===== src/hw/rtl/wmdu_pkg.sv =====
package wmdu_pkg;

    // Operand and quotient width; the dividend and the result are twice as wide.
    localparam int WORD_W = 16;
    localparam int DATA_W = 2 * WORD_W;

    // Restoring divide steps per pipeline stage, and the stage count that follows.
    localparam int STEPS_PER_STAGE = 4;
    localparam int DIV_STAGES      = WORD_W / STEPS_PER_STAGE;

    // Magnitude of the most negative signed quotient; a positive one stays below it.
    localparam logic [WORD_W-1:0] QPOS_MAX = WORD_W'(1) << (WORD_W - 1);

    typedef enum logic [1:0] {
        ACT_MULU = 2'd0,
        ACT_MULS = 2'd1,
        ACT_DIVU = 2'd2,
        ACT_DIVS = 2'd3
    } t_action;

    // Word in flight between the prepare stage and the output stage.
    // For a multiply, acc already holds the product.
    // For a divide, acc holds {partial remainder, dividend bits / quotient bits}.
    typedef struct packed {
        logic              is_div;
        logic              is_signed;
        logic              dneg;
        logic              qneg;
        logic              ovf_hi;
        logic              zero_div;
        logic [WORD_W-1:0] divisor;
        logic [DATA_W-1:0] acc;
    } t_stage;

    typedef struct packed {
        logic [DATA_W-1:0] result_value;
        logic              write_back;
        logic              flag_n;
        logic              flag_z;
        logic              flag_v;
        logic              flag_c;
        logic              zero_divide_trap;
    } t_result;

endpackage


===== src/hw/rtl/wmdu_if.sv =====
interface wmdu_in_if;
    logic        valid;
    logic        ready;
    logic [1:0]  action;
    logic [31:0] dest_value;
    logic [15:0] source_word;

    modport source (output valid, output action, output dest_value, output source_word,
                    input ready);
    modport sink   (input valid, input action, input dest_value, input source_word,
                    output ready);
endinterface

interface wmdu_out_if;
    logic        valid;
    logic        ready;
    logic [31:0] result_value;
    logic        write_back;
    logic        flag_n;
    logic        flag_z;
    logic        flag_v;
    logic        flag_c;
    logic        zero_divide_trap;

    modport source (output valid, output result_value, output write_back, output flag_n,
                    output flag_z, output flag_v, output flag_c, output zero_divide_trap,
                    input ready);
    modport sink   (input valid, input result_value, input write_back, input flag_n,
                    input flag_z, input flag_v, input flag_c, input zero_divide_trap,
                    output ready);
endinterface


===== src/hw/rtl/wmdu_div_stage.sv =====
module wmdu_div_stage (
    input  logic             i_clk,
    input  logic             i_rst_n,
    input  logic             i_valid,
    output logic             o_ready,
    input  wmdu_pkg::t_stage i_stage,
    output logic             o_valid,
    input  logic             i_ready,
    output wmdu_pkg::t_stage o_stage
);
    import wmdu_pkg::*;

    t_stage            r_stage;
    t_stage            n_stage;
    logic              r_valid;
    logic [WORD_W:0]   trial;
    logic [WORD_W+1:0] diff;

    // STEPS_PER_STAGE restoring steps. The partial remainder stays below the divisor,
    // so the shifted trial value fits in one bit more than a word.
    always_comb begin
        n_stage = i_stage;
        trial   = '0;
        diff    = '0;
        if (i_stage.is_div) begin
            for (int k = 0; k < STEPS_PER_STAGE; k++) begin
                trial = n_stage.acc[DATA_W-1:WORD_W-1];
                diff  = {1'b0, trial} - {2'b00, n_stage.divisor};
                if (!diff[WORD_W+1]) begin
                    n_stage.acc = {diff[WORD_W-1:0], n_stage.acc[WORD_W-2:0], 1'b1};
                end else begin
                    n_stage.acc = {trial[WORD_W-1:0], n_stage.acc[WORD_W-2:0], 1'b0};
                end
            end
        end
    end

    assign o_ready = !r_valid || i_ready;
    assign o_valid = r_valid;
    assign o_stage = r_stage;

    always_ff @(posedge i_clk) begin
        if (!i_rst_n) begin
            r_valid <= 1'b0;
        end else if (o_ready) begin
            r_valid <= i_valid;
        end
    end

    always_ff @(posedge i_clk) begin
        if (o_ready && i_valid) begin
            r_stage <= n_stage;
        end
    end

endmodule


===== src/hw/rtl/word_multiply_divide_unit.sv =====
// Word multiply and divide unit. Each input word selects an unsigned or signed
// 16x16 multiply, or an unsigned or signed 32/16 divide, and answers with one
// result word: the new register value, a write-back enable, the N Z V C flags
// and a divide-by-zero trap indication. The unit is a six-stage pipeline that
// takes one word per clock while the output is not held, and returns the
// results in order. The depth is set by the divider: the sixteen restoring
// quotient steps are spread four to a stage over four stages, between an
// operand-prepare stage and an output-formatting stage. Every stage carries
// its own valid bit and only waits when the stage after it is full and held,
// so bubbles close up and a stalled output loses or repeats nothing.
module word_multiply_divide_unit (
    input  logic             i_clk,
    input  logic             i_rst_n,
    wmdu_in_if.sink          i_cmd,
    wmdu_out_if.source       o_rsp
);
    import wmdu_pkg::*;

    // Chain of stage valid/ready/payload between prepare and output stages.
    logic   w_valid [DIV_STAGES+1];
    logic   w_ready [DIV_STAGES+1];
    t_stage w_stage [DIV_STAGES+1];

    // ------------------------------------------------------------------
    // Stage 1: operand preparation.
    // A multiply is done here in full as a 17x17 signed product; the
    // unsigned case simply zero-extends, and the low 32 bits are exact.
    // A divide takes magnitudes of both operands, and catches a quotient
    // that cannot fit in a word at all by comparing the dividend's high
    // half against the divisor.
    // ------------------------------------------------------------------
    t_action            in_action;
    logic [WORD_W-1:0]  in_lo;
    logic [WORD_W-1:0]  in_src;
    logic               in_signed;
    logic signed [WORD_W:0]     mul_a;
    logic signed [WORD_W:0]     mul_b;
    logic signed [2*WORD_W+1:0] mul_p;
    logic [DATA_W-1:0]  dmag;
    logic [WORD_W-1:0]  smag;
    logic               dneg;
    logic               sneg;
    t_stage             n_prep;
    t_stage             r_prep;
    logic               r_prep_valid;

    assign in_action = t_action'(i_cmd.action);
    assign in_lo     = i_cmd.dest_value[WORD_W-1:0];
    assign in_src    = i_cmd.source_word;
    assign in_signed = (in_action == ACT_MULS) || (in_action == ACT_DIVS);

    always_comb begin
        mul_a = $signed({in_signed & in_lo[WORD_W-1], in_lo});
        mul_b = $signed({in_signed & in_src[WORD_W-1], in_src});
        mul_p = mul_a * mul_b;

        dneg = in_signed && i_cmd.dest_value[DATA_W-1];
        sneg = in_signed && in_src[WORD_W-1];
        dmag = dneg ? (DATA_W'(0) - i_cmd.dest_value) : i_cmd.dest_value;
        smag = sneg ? (WORD_W'(0) - in_src) : in_src;

        n_prep.is_div    = (in_action == ACT_DIVU) || (in_action == ACT_DIVS);
        n_prep.is_signed = in_signed;
        n_prep.dneg      = dneg;
        n_prep.qneg      = dneg ^ sneg;
        n_prep.ovf_hi    = (dmag[DATA_W-1:WORD_W] >= smag);
        n_prep.zero_div  = (in_src == '0);
        n_prep.divisor   = smag;
        n_prep.acc       = n_prep.is_div ? dmag : mul_p[DATA_W-1:0];
    end

    assign i_cmd.ready = !r_prep_valid || w_ready[0];

    always_ff @(posedge i_clk) begin
        if (!i_rst_n) begin
            r_prep_valid <= 1'b0;
        end else if (i_cmd.ready) begin
            r_prep_valid <= i_cmd.valid;
        end
    end

    always_ff @(posedge i_clk) begin
        if (i_cmd.ready && i_cmd.valid) begin
            r_prep <= n_prep;
        end
    end

    assign w_valid[0] = r_prep_valid;
    assign w_stage[0] = r_prep;

    // ------------------------------------------------------------------
    // Stages 2 to 5: quotient steps. Multiply words pass straight through.
    // ------------------------------------------------------------------
    for (genvar g = 0; g < DIV_STAGES; g++) begin : g_div
        wmdu_div_stage u_stage (
            .i_clk   (i_clk),
            .i_rst_n (i_rst_n),
            .i_valid (w_valid[g]),
            .o_ready (w_ready[g]),
            .i_stage (w_stage[g]),
            .o_valid (w_valid[g+1]),
            .i_ready (w_ready[g+1]),
            .o_stage (w_stage[g+1])
        );
    end

    // ------------------------------------------------------------------
    // Stage 6: result formatting and output register.
    // Priority for a divide: zero divisor, then quotient overflow, then a
    // normal result with signs put back on quotient and remainder. The
    // remainder takes the sign of the dividend.
    // ------------------------------------------------------------------
    t_stage            fin;
    logic [WORD_W-1:0] qmag;
    logic [WORD_W-1:0] rmag;
    logic [WORD_W-1:0] quo;
    logic [WORD_W-1:0] rem;
    logic              ovf;
    t_result           n_out;
    t_result           r_out;
    logic              r_out_valid;

    assign fin  = w_stage[DIV_STAGES];
    assign qmag = fin.acc[WORD_W-1:0];
    assign rmag = fin.acc[DATA_W-1:WORD_W];

    always_comb begin
        quo = fin.qneg ? (WORD_W'(0) - qmag) : qmag;
        rem = fin.dneg ? (WORD_W'(0) - rmag) : rmag;
        // A negative quotient may reach one step further than a positive one.
        ovf = fin.ovf_hi || (fin.is_signed &&
              (fin.qneg ? (qmag > QPOS_MAX) : (qmag >= QPOS_MAX)));

        n_out = '0;
        if (!fin.is_div) begin
            n_out.result_value = fin.acc;
            n_out.write_back   = 1'b1;
            n_out.flag_n       = fin.acc[DATA_W-1];
            n_out.flag_z       = (fin.acc == '0);
        end else if (fin.zero_div) begin
            n_out.zero_divide_trap = 1'b1;
        end else if (ovf) begin
            n_out.flag_n = 1'b1;
            n_out.flag_v = 1'b1;
        end else begin
            n_out.result_value = {rem, quo};
            n_out.write_back   = 1'b1;
            n_out.flag_n       = quo[WORD_W-1];
            n_out.flag_z       = (quo == '0);
        end
    end

    assign w_ready[DIV_STAGES] = !r_out_valid || o_rsp.ready;

    always_ff @(posedge i_clk) begin
        if (!i_rst_n) begin
            r_out_valid <= 1'b0;
        end else if (w_ready[DIV_STAGES]) begin
            r_out_valid <= w_valid[DIV_STAGES];
        end
    end

    always_ff @(posedge i_clk) begin
        if (w_ready[DIV_STAGES] && w_valid[DIV_STAGES]) begin
            r_out <= n_out;
        end
    end

    assign o_rsp.valid            = r_out_valid;
    assign o_rsp.result_value     = r_out.result_value;
    assign o_rsp.write_back       = r_out.write_back;
    assign o_rsp.flag_n           = r_out.flag_n;
    assign o_rsp.flag_z           = r_out.flag_z;
    assign o_rsp.flag_v           = r_out.flag_v;
    assign o_rsp.flag_c           = r_out.flag_c;
    assign o_rsp.zero_divide_trap = r_out.zero_divide_trap;

endmodule


===== src/flat_wrapper.sv =====
// flat-port wrapper written by rule: the top's interface ports become plain ports
module word_multiply_divide_unit_flat import wmdu_pkg::*;
  (i_clk, i_rst_n, i_cmd_valid, i_cmd_action, i_cmd_dest_value, i_cmd_source_word, i_cmd_ready, o_rsp_valid, o_rsp_result_value, o_rsp_write_back, o_rsp_flag_n, o_rsp_flag_z, o_rsp_flag_v, o_rsp_flag_c, o_rsp_zero_divide_trap, o_rsp_ready);
  wmdu_in_if i_cmd_i ();
  wmdu_out_if o_rsp_i ();
  input  logic i_clk;
  input  logic i_rst_n;
  input wire logic [$bits(i_cmd_i.valid)-1:0] i_cmd_valid;
  input wire logic [$bits(i_cmd_i.action)-1:0] i_cmd_action;
  input wire logic [$bits(i_cmd_i.dest_value)-1:0] i_cmd_dest_value;
  input wire logic [$bits(i_cmd_i.source_word)-1:0] i_cmd_source_word;
  output wire logic [$bits(i_cmd_i.ready)-1:0] i_cmd_ready;
  output wire logic [$bits(o_rsp_i.valid)-1:0] o_rsp_valid;
  output wire logic [$bits(o_rsp_i.result_value)-1:0] o_rsp_result_value;
  output wire logic [$bits(o_rsp_i.write_back)-1:0] o_rsp_write_back;
  output wire logic [$bits(o_rsp_i.flag_n)-1:0] o_rsp_flag_n;
  output wire logic [$bits(o_rsp_i.flag_z)-1:0] o_rsp_flag_z;
  output wire logic [$bits(o_rsp_i.flag_v)-1:0] o_rsp_flag_v;
  output wire logic [$bits(o_rsp_i.flag_c)-1:0] o_rsp_flag_c;
  output wire logic [$bits(o_rsp_i.zero_divide_trap)-1:0] o_rsp_zero_divide_trap;
  input wire logic [$bits(o_rsp_i.ready)-1:0] o_rsp_ready;
  assign i_cmd_i.valid = i_cmd_valid;
  assign i_cmd_i.action = i_cmd_action;
  assign i_cmd_i.dest_value = i_cmd_dest_value;
  assign i_cmd_i.source_word = i_cmd_source_word;
  assign i_cmd_ready = i_cmd_i.ready;
  assign o_rsp_valid = o_rsp_i.valid;
  assign o_rsp_result_value = o_rsp_i.result_value;
  assign o_rsp_write_back = o_rsp_i.write_back;
  assign o_rsp_flag_n = o_rsp_i.flag_n;
  assign o_rsp_flag_z = o_rsp_i.flag_z;
  assign o_rsp_flag_v = o_rsp_i.flag_v;
  assign o_rsp_flag_c = o_rsp_i.flag_c;
  assign o_rsp_zero_divide_trap = o_rsp_i.zero_divide_trap;
  assign o_rsp_i.ready = o_rsp_ready;
  word_multiply_divide_unit u_core (.i_clk(i_clk), .i_rst_n(i_rst_n), .i_cmd(i_cmd_i), .o_rsp(o_rsp_i));
endmodule

===== config.mk =====
export PLATFORM = sky130hd
export DESIGN_NAME = word_multiply_divide_unit_flat
export DESIGN_NICKNAME = d
export VERILOG_FILES = /design/src/hw/rtl/wmdu_pkg.sv /design/src/hw/rtl/wmdu_if.sv /design/src/hw/rtl/wmdu_div_stage.sv /design/src/hw/rtl/word_multiply_divide_unit.sv /design/src/flat_wrapper.sv
export SDC_FILE = /design/constraint.sdc
export NUM_CORES = 2
export LEC_CHECK = 0
export BUFFER_PORTS_ARGS = -buffer_cell sky130_fd_sc_hd__clkbuf_2
export CAP_MARGIN = 30
export CORE_UTILIZATION = 30
export DETAILED_ROUTE_END_ITERATION = 6
export PLACE_DENSITY = 0.45
export SETUP_SLACK_MARGIN = 0.1
export SLEW_MARGIN = 40
export SYNTH_ARGS = -nofsm -noshare
export SYNTH_HDL_FRONTEND = slang
export SYNTH_SLANG_ARGS = --single-unit
export TNS_END_PERCENT = 30

===== constraint.sdc =====
create_clock -name i_clk -period 26.2 [get_ports i_clk]
set_input_delay 2.62 -clock i_clk [delete_from_list [all_inputs] [get_ports i_clk]]
set_output_delay 2.62 -clock i_clk [all_outputs]
set_load 0.1 [all_outputs]

# Word level (Yosys, flattened, before mapping)
# Cells that the tools add are included.
[op_classes] add_sub_neg=20 mul=1 n_lt_le_gt_ge=3 n_eq_ne=3 mux=45 bitwise_logic=4 n_reduce_logical=28
[ops] operator="32-bit two-way mux" n=34
[ops] operator="17-bit by 16-bit subtractor with 18-bit output" n=16
[ops] operator="16-bit two-way mux" n=3
[ops] operator="1-bit by 16-bit subtractor with 16-bit output, first input constant" n=3
[ops] operator="36-bit two-way mux" n=1
[ops] operator="35-bit two-way mux" n=1
[ops] operator="33-bit two-way mux" n=1
[ops] operator="16-bit zero test" n=2
[ops] operator="32-bit zero test" n=1
[ops] operator="17-bit by 17-bit multiplier with 32-bit output" n=1
[ops] operator="1-bit by 32-bit subtractor with 32-bit output, first input constant" n=1
[ops] operator="16-bit greater-or-equal comparator" n=1
[ops] operator="16-bit greater-or-equal comparator, second input constant" n=1
[ops] operator="16-bit > comparator, second input constant" n=1
[ops] operator="1-bit logical AND" n=9
[ops] operator="1-bit logical OR" n=9
[ops] operator="1-bit zero test" n=6
[ops] operator="1-bit two-way mux" n=5
[ops] operator="2-bit equality test, second input constant" n=2
[ops] operator="1-bit bitwise AND" n=2
[ops] operator="2-bit by 1-bit equality test with 1-bit output, second input constant" n=1
[ops] operator="2-bit OR reduction" n=1
[ops] operator="1-bit NOT" n=1
[ops] operator="1-bit bitwise XOR" n=1
[totals] regBits=297 in_bits=54 out_inout_bits=40

# Longest topological paths before layout
[logic_depth] depth_word=12 depth_mapped=49 ltp_nobuf=43

# Cells and area by module
# Synthesis repeated with hierarchy kept, for this count alone.
[hier_totals] cells_unflattened=4170 area_unflattened_um2=39051.2
[by_module_without_submodules] mod="wmdu_div_stage (u_core.g_div[0].u_stage ...)" n_inst=3 cells_each=596 area_each_um2=5679.2 seq_area_each_um2=1641.6
[by_module_without_submodules] mod="word_multiply_divide_unit" n_inst=1 cells_each=1774 area_each_um2=16336.9 seq_area_each_um2=2772.7
[by_module_without_submodules] mod="wmdu_div_stage (u_core.g_div[3].u_stage)" n_inst=1 cells_each=608 area_each_um2=5676.7 seq_area_each_um2=1641.6

# Worst setup path after synthesis
# OpenSTA, ideal clock, no wires.
[synth_path] path_type="reg2reg" start="register u_core.g_div[1].u_stage.r_stage, in the netlist u_core.g_div[1].u_stage.o_stage[33]" end="register u_core.g_div[2].u_stage.r_stage, in the netlist u_core.g_div[2].u_stage.o_stage[27] (data pin)" setup_ps=269 arrival_ps=10035 required_time_ps=25931 path_slack_ps=15896 stages_incl_launch_ff=47 n_path_buf=6 period_less_slack_ps=10304 path_cell_list="edfxtp_1 > inv_1 > ha_1 > nor2b_1 > o31ai_1 > a21oi_1 > a2111oi_2 > o21ai_0 > clkbuf_1 > clkbuf_1 > mux2i_1 > inv_1 > ha_1 > o21ai_0 > nor4b_1 > o21ai_0 > a21o_1 > a2bb2oi_1 > [... 11 more ...] > a41oi_1 > a21oi_1 > a21oi_1 > o31ai_2 > clkbuf_1 > mux2_2 > ha_1 > o21a_1 > o21ai_0 > o31ai_1 > o31a_1 > nand4_1 > a41oi_1 > nor3_1 > mux2i_2 > buf_2 > mux2i_1 > mux2i_1"
[synth_rtl] element="start: declaration" line_no="wmdu_div_stage.sv:13" text="t_stage r_stage;"
[synth_rtl] element="start signal: assignment" line_no="wmdu_div_stage.sv:52" text="r_stage <= n_stage;"
[synth_rtl] element="end signal: assignment" line_no="wmdu_div_stage.sv:52"
[synth_rtl] element="end: declaration" line_no="wmdu_div_stage.sv:13"

==> summary.md <==
| Metric | Value |
|---|---|
| Post-synth EDFFs | 291 |
| Skew final | 0.0219 ns |
| Rows | 129 |
| Crit path kind | register to register |
| Max-slew headroom | 47.4% |
| R2R Setup Slk | 14.12 ns |
| DR iter-0 viols | 1371 |
| TNS Setup | 0 ns |
| Avg WL per Cell | 18.7 um |
| Max Cap Viol | 0 |
| HP Class | register to register |
| Post-synthesis sequential area ratio | 23.4% |
| Syn Std Cell Area | 37800 um^2 |
| Final #Nets | 4869 |
| Vias per cell | 4.98 |
| Height of the die | 357 um |
| Post-route ant nets | 0 |
| Diodes inserted | 0 |
| Htree depth | 2 |
| Post-Syn Nets | 4850 |
| Core area | 124000 um^2 |
| Fin crit share | 46.1% |
| Vias in the first global route | 30235 |
| Minimum clock period | 12.08 ns |
| Worst hold margin | 0.411 ns |
| Routed metal-1 wirelength | 49200 um |
| CP max-delay cell | edfxtp_1 |
| Share of layout cells above drive strength 1 | 9.87% |
| Post-synth ARST share | 0% |
| Global-route wire length before repair | 173000 um |
| Largest net degree at the start of global routing | 62 |
| Setup-failing EPs final | 0 |
| Status | complete, no violations |
| Fin. max-slew vios | 0 |
| Iteration count of the initial detailed-routing pass | 5 |
| Met2 routed WL | 54800 um |
| Die width | 357 um |
| Max FO, Critical Path | 21 |
| Startpoint Class | register |
| Top_reg_cell synth | edfxtp_1 |
| Clk slew on worst S/H paths | 0.06 ns |
| Largest area contributor in the netlist | edfxtp_1 |
| Routed met3 length | 2600 um |
| Mean Syn Cell Area | 9.14 um^2 |
| WP data required | 26.57 ns |
| Mapped Cells | 4139 |
| Clock Path Buffers | 3 |
| Crit path largest cell delay | 0.62 ns |
| DRC viols | 0 |
| Synth cell types | 90 |
| Hpwl dp | 88600 um |
| Routed WL | 109000 um |
| Reg2reg end | u_core.g_div[2].u_stage.o_stage[17] |
| CTS Hold Bufs | 0 |
| Max Used Layer | met4 |
| Post-CTS Resized | 0 |
| Synth top area share | 23.1% |
| Initial antenna violation count | 5 |
| Endpoint class of the critical path | register |
| Yosys reg bits | 297 |
| Ys Warns | 0 |
| Boundary Pins | 94 |
| RR Startpoint | u_core.g_div[1].u_stage.o_stage[33] |
| RSZ-0062 raised after global routing | no |
| Worst Path Arrival | 12.45 ns |
| Die ar. | 128000 um^2 |
| Remaining Overflow, GRT | 0 |
| TritonCTS clock tree | yes |
| Reg2Reg Depth | 41 |
| Initial Utilization | 30.4% |
| GPL Wtd Cong | 0.868 |
| Worst slew pin tran | 0.789 ns |
| Post CTS Setup Buffer Count | 0 |
| HP Start | u_core.g_div[2].u_stage.o_stage[49] |
| Skew-Pair Late Insertion Delay | 0.56 ns |
| Design area | 41400 um^2 |
| Gr usage total | 17.3% |
| Hold Path Depth | 0 |
| Clk sinks | 297 |
| Num CTS Buffers | 37 |
| DP Area | 40200 um^2 |
| Count of input and output buffers | 92 |
| Routed vias | 28972 |
| Layout Area Growth over Synthesis | 9.38% |
| Worst Hold End | u_core.g_div[3].u_stage.o_stage[49] |
| Fmax | 82.8 MHz |
| Clock Tree Root | clkbuf_16 |
| Final hold violations | 0 |
| Area contributors post-synth | edfxtp_1 (23%), fa_1 (16%), ha_1 (12%), mux2_2 (4.9%), inv_1 (4.7%) |
==> cells in the mapped netlist, types with 91 or more instances <==
| library cell | number |
|---|---|
| xnor2_1 | 162 |
| clkbuf_1 | 128 |
| xor2_1 | 91 |
| nor2_1 | 288 |
| fa_1 | 298 |
| nand2_1 | 401 |
| edfxtp_1 | 291 |
| a21oi_1 | 246 |
| and2_1 | 121 |
| inv_1 | 471 |
| ha_1 | 359 |
| mux2_2 | 165 |
| o21ai_0 | 196 |
==> worst max path at each step <==
stage / from / end / cells after the start
finish: u_core.g_div[1].u_stage.o_stage[33] / u_core.g_div[2].u_stage.o_stage[17] / 41
CTS: u_core.g_div[1].u_stage.o_stage[33] / u_core.g_div[2].u_stage.o_stage[17] / 41
detailed placement: u_core.g_div[1].u_stage.o_stage[33] / u_core.g_div[2].u_stage.o_stage[17] / 41
global route: u_core.g_div[1].u_stage.o_stage[33] / u_core.g_div[2].u_stage.o_stage[17] / 41
global placement: u_core.g_div[1].u_stage.o_stage[33] / u_core.g_div[2].u_stage.o_stage[17] / 41
floorplan: u_core.g_div[1].u_stage.o_stage[33] / u_core.g_div[2].u_stage.o_stage[27] / 46
==> placed cells by master (no fill, tap or decap), types with 91 or more instances in the layout <==
cell | synthesis | layout
ha_1 | 359 | 359
mux2_2 | 165 | 165
nor2_1 | 288 | 288
o21ai_0 | 196 | 195
fa_1 | 298 | 298
edfxtp_1 | 291 | 291
a21oi_1 | 246 | 246
xnor2_1 | 162 | 162
nand2_1 | 401 | 400
inv_1 | 471 | 471
and2_1 | 121 | 121
xor2_1 | 91 | 91
clkbuf_2 | 0 | 92
==> layout make-up <==
type	instances	area (um^2)
Inverter	471	1770
Tap cell	1637	2050
Timing Repair Buffer	129	785
Fill cell	12963	83000
Clock inverter	22	241
Clock buffer	43	948
Sequential cell	297	8860
Multi-Input combinational cell	3222	26700
==> metrics by stage <==
stage	cells	setup WS, ns	util [%]
after floorplan	4139	15.90	-
after global placement	5750	13.86	32.2
after detailed placement	5756	14.11	32.3
after CTS	5821	14.10	33.3
after global routing	5821	13.27	33.3
final	5821	14.12	33.3
==> layer usage <==
metal  vias up  GRT usage, %
met2       384          31.5
met5         -             0
met1     14066          22.0
met4         0          4.09
met3       101          1.24
li1      14421             -
==> state kept, by name, indices dropped and copies added, names as in the netlist, 4 cells and up <==
signal / flops
u_core.g_div.u_stage.o_stage: 200
u_core.o_rsp.result_value: 32
u_core.g_div.u_stage.o_valid: 4
u_core.r_prep: 54
==> critical path: cells and delay by family (launching register included) <==
kind,cells,cell delay (ns)
adder cells (fa/ha/maj),4,1.18
flip-flops,1,0.62
buffers and inverters,4,0.89
AND/OR/NAND/NOR,6,1.18
multiplexers,4,1.17
AO/OA/AOI/OAI,23,6.86
==> cells by family (layout without fill, tap and decap cells) <==
family / after synthesis / count (layout) / synth area share (%)
adder cells (fa/ha/maj): 657 / 657 / 27.6
flip-flops: 297 / 297 / 23.4
other: 1 / 1 / 0.00991
AO/OA/AOI/OAI: 866 / 866 / 14.8
multiplexers: 234 / 234 / 6.79
XOR/XNOR: 253 / 253 / 5.86
buffers and inverters: 620 / 665 / 6.20
AND/OR/NAND/NOR: 1211 / 1211 / 15.3
Power is not shown: default switching activity piles up to over one toggle a cycle in this logic, so the estimate is an artifact.
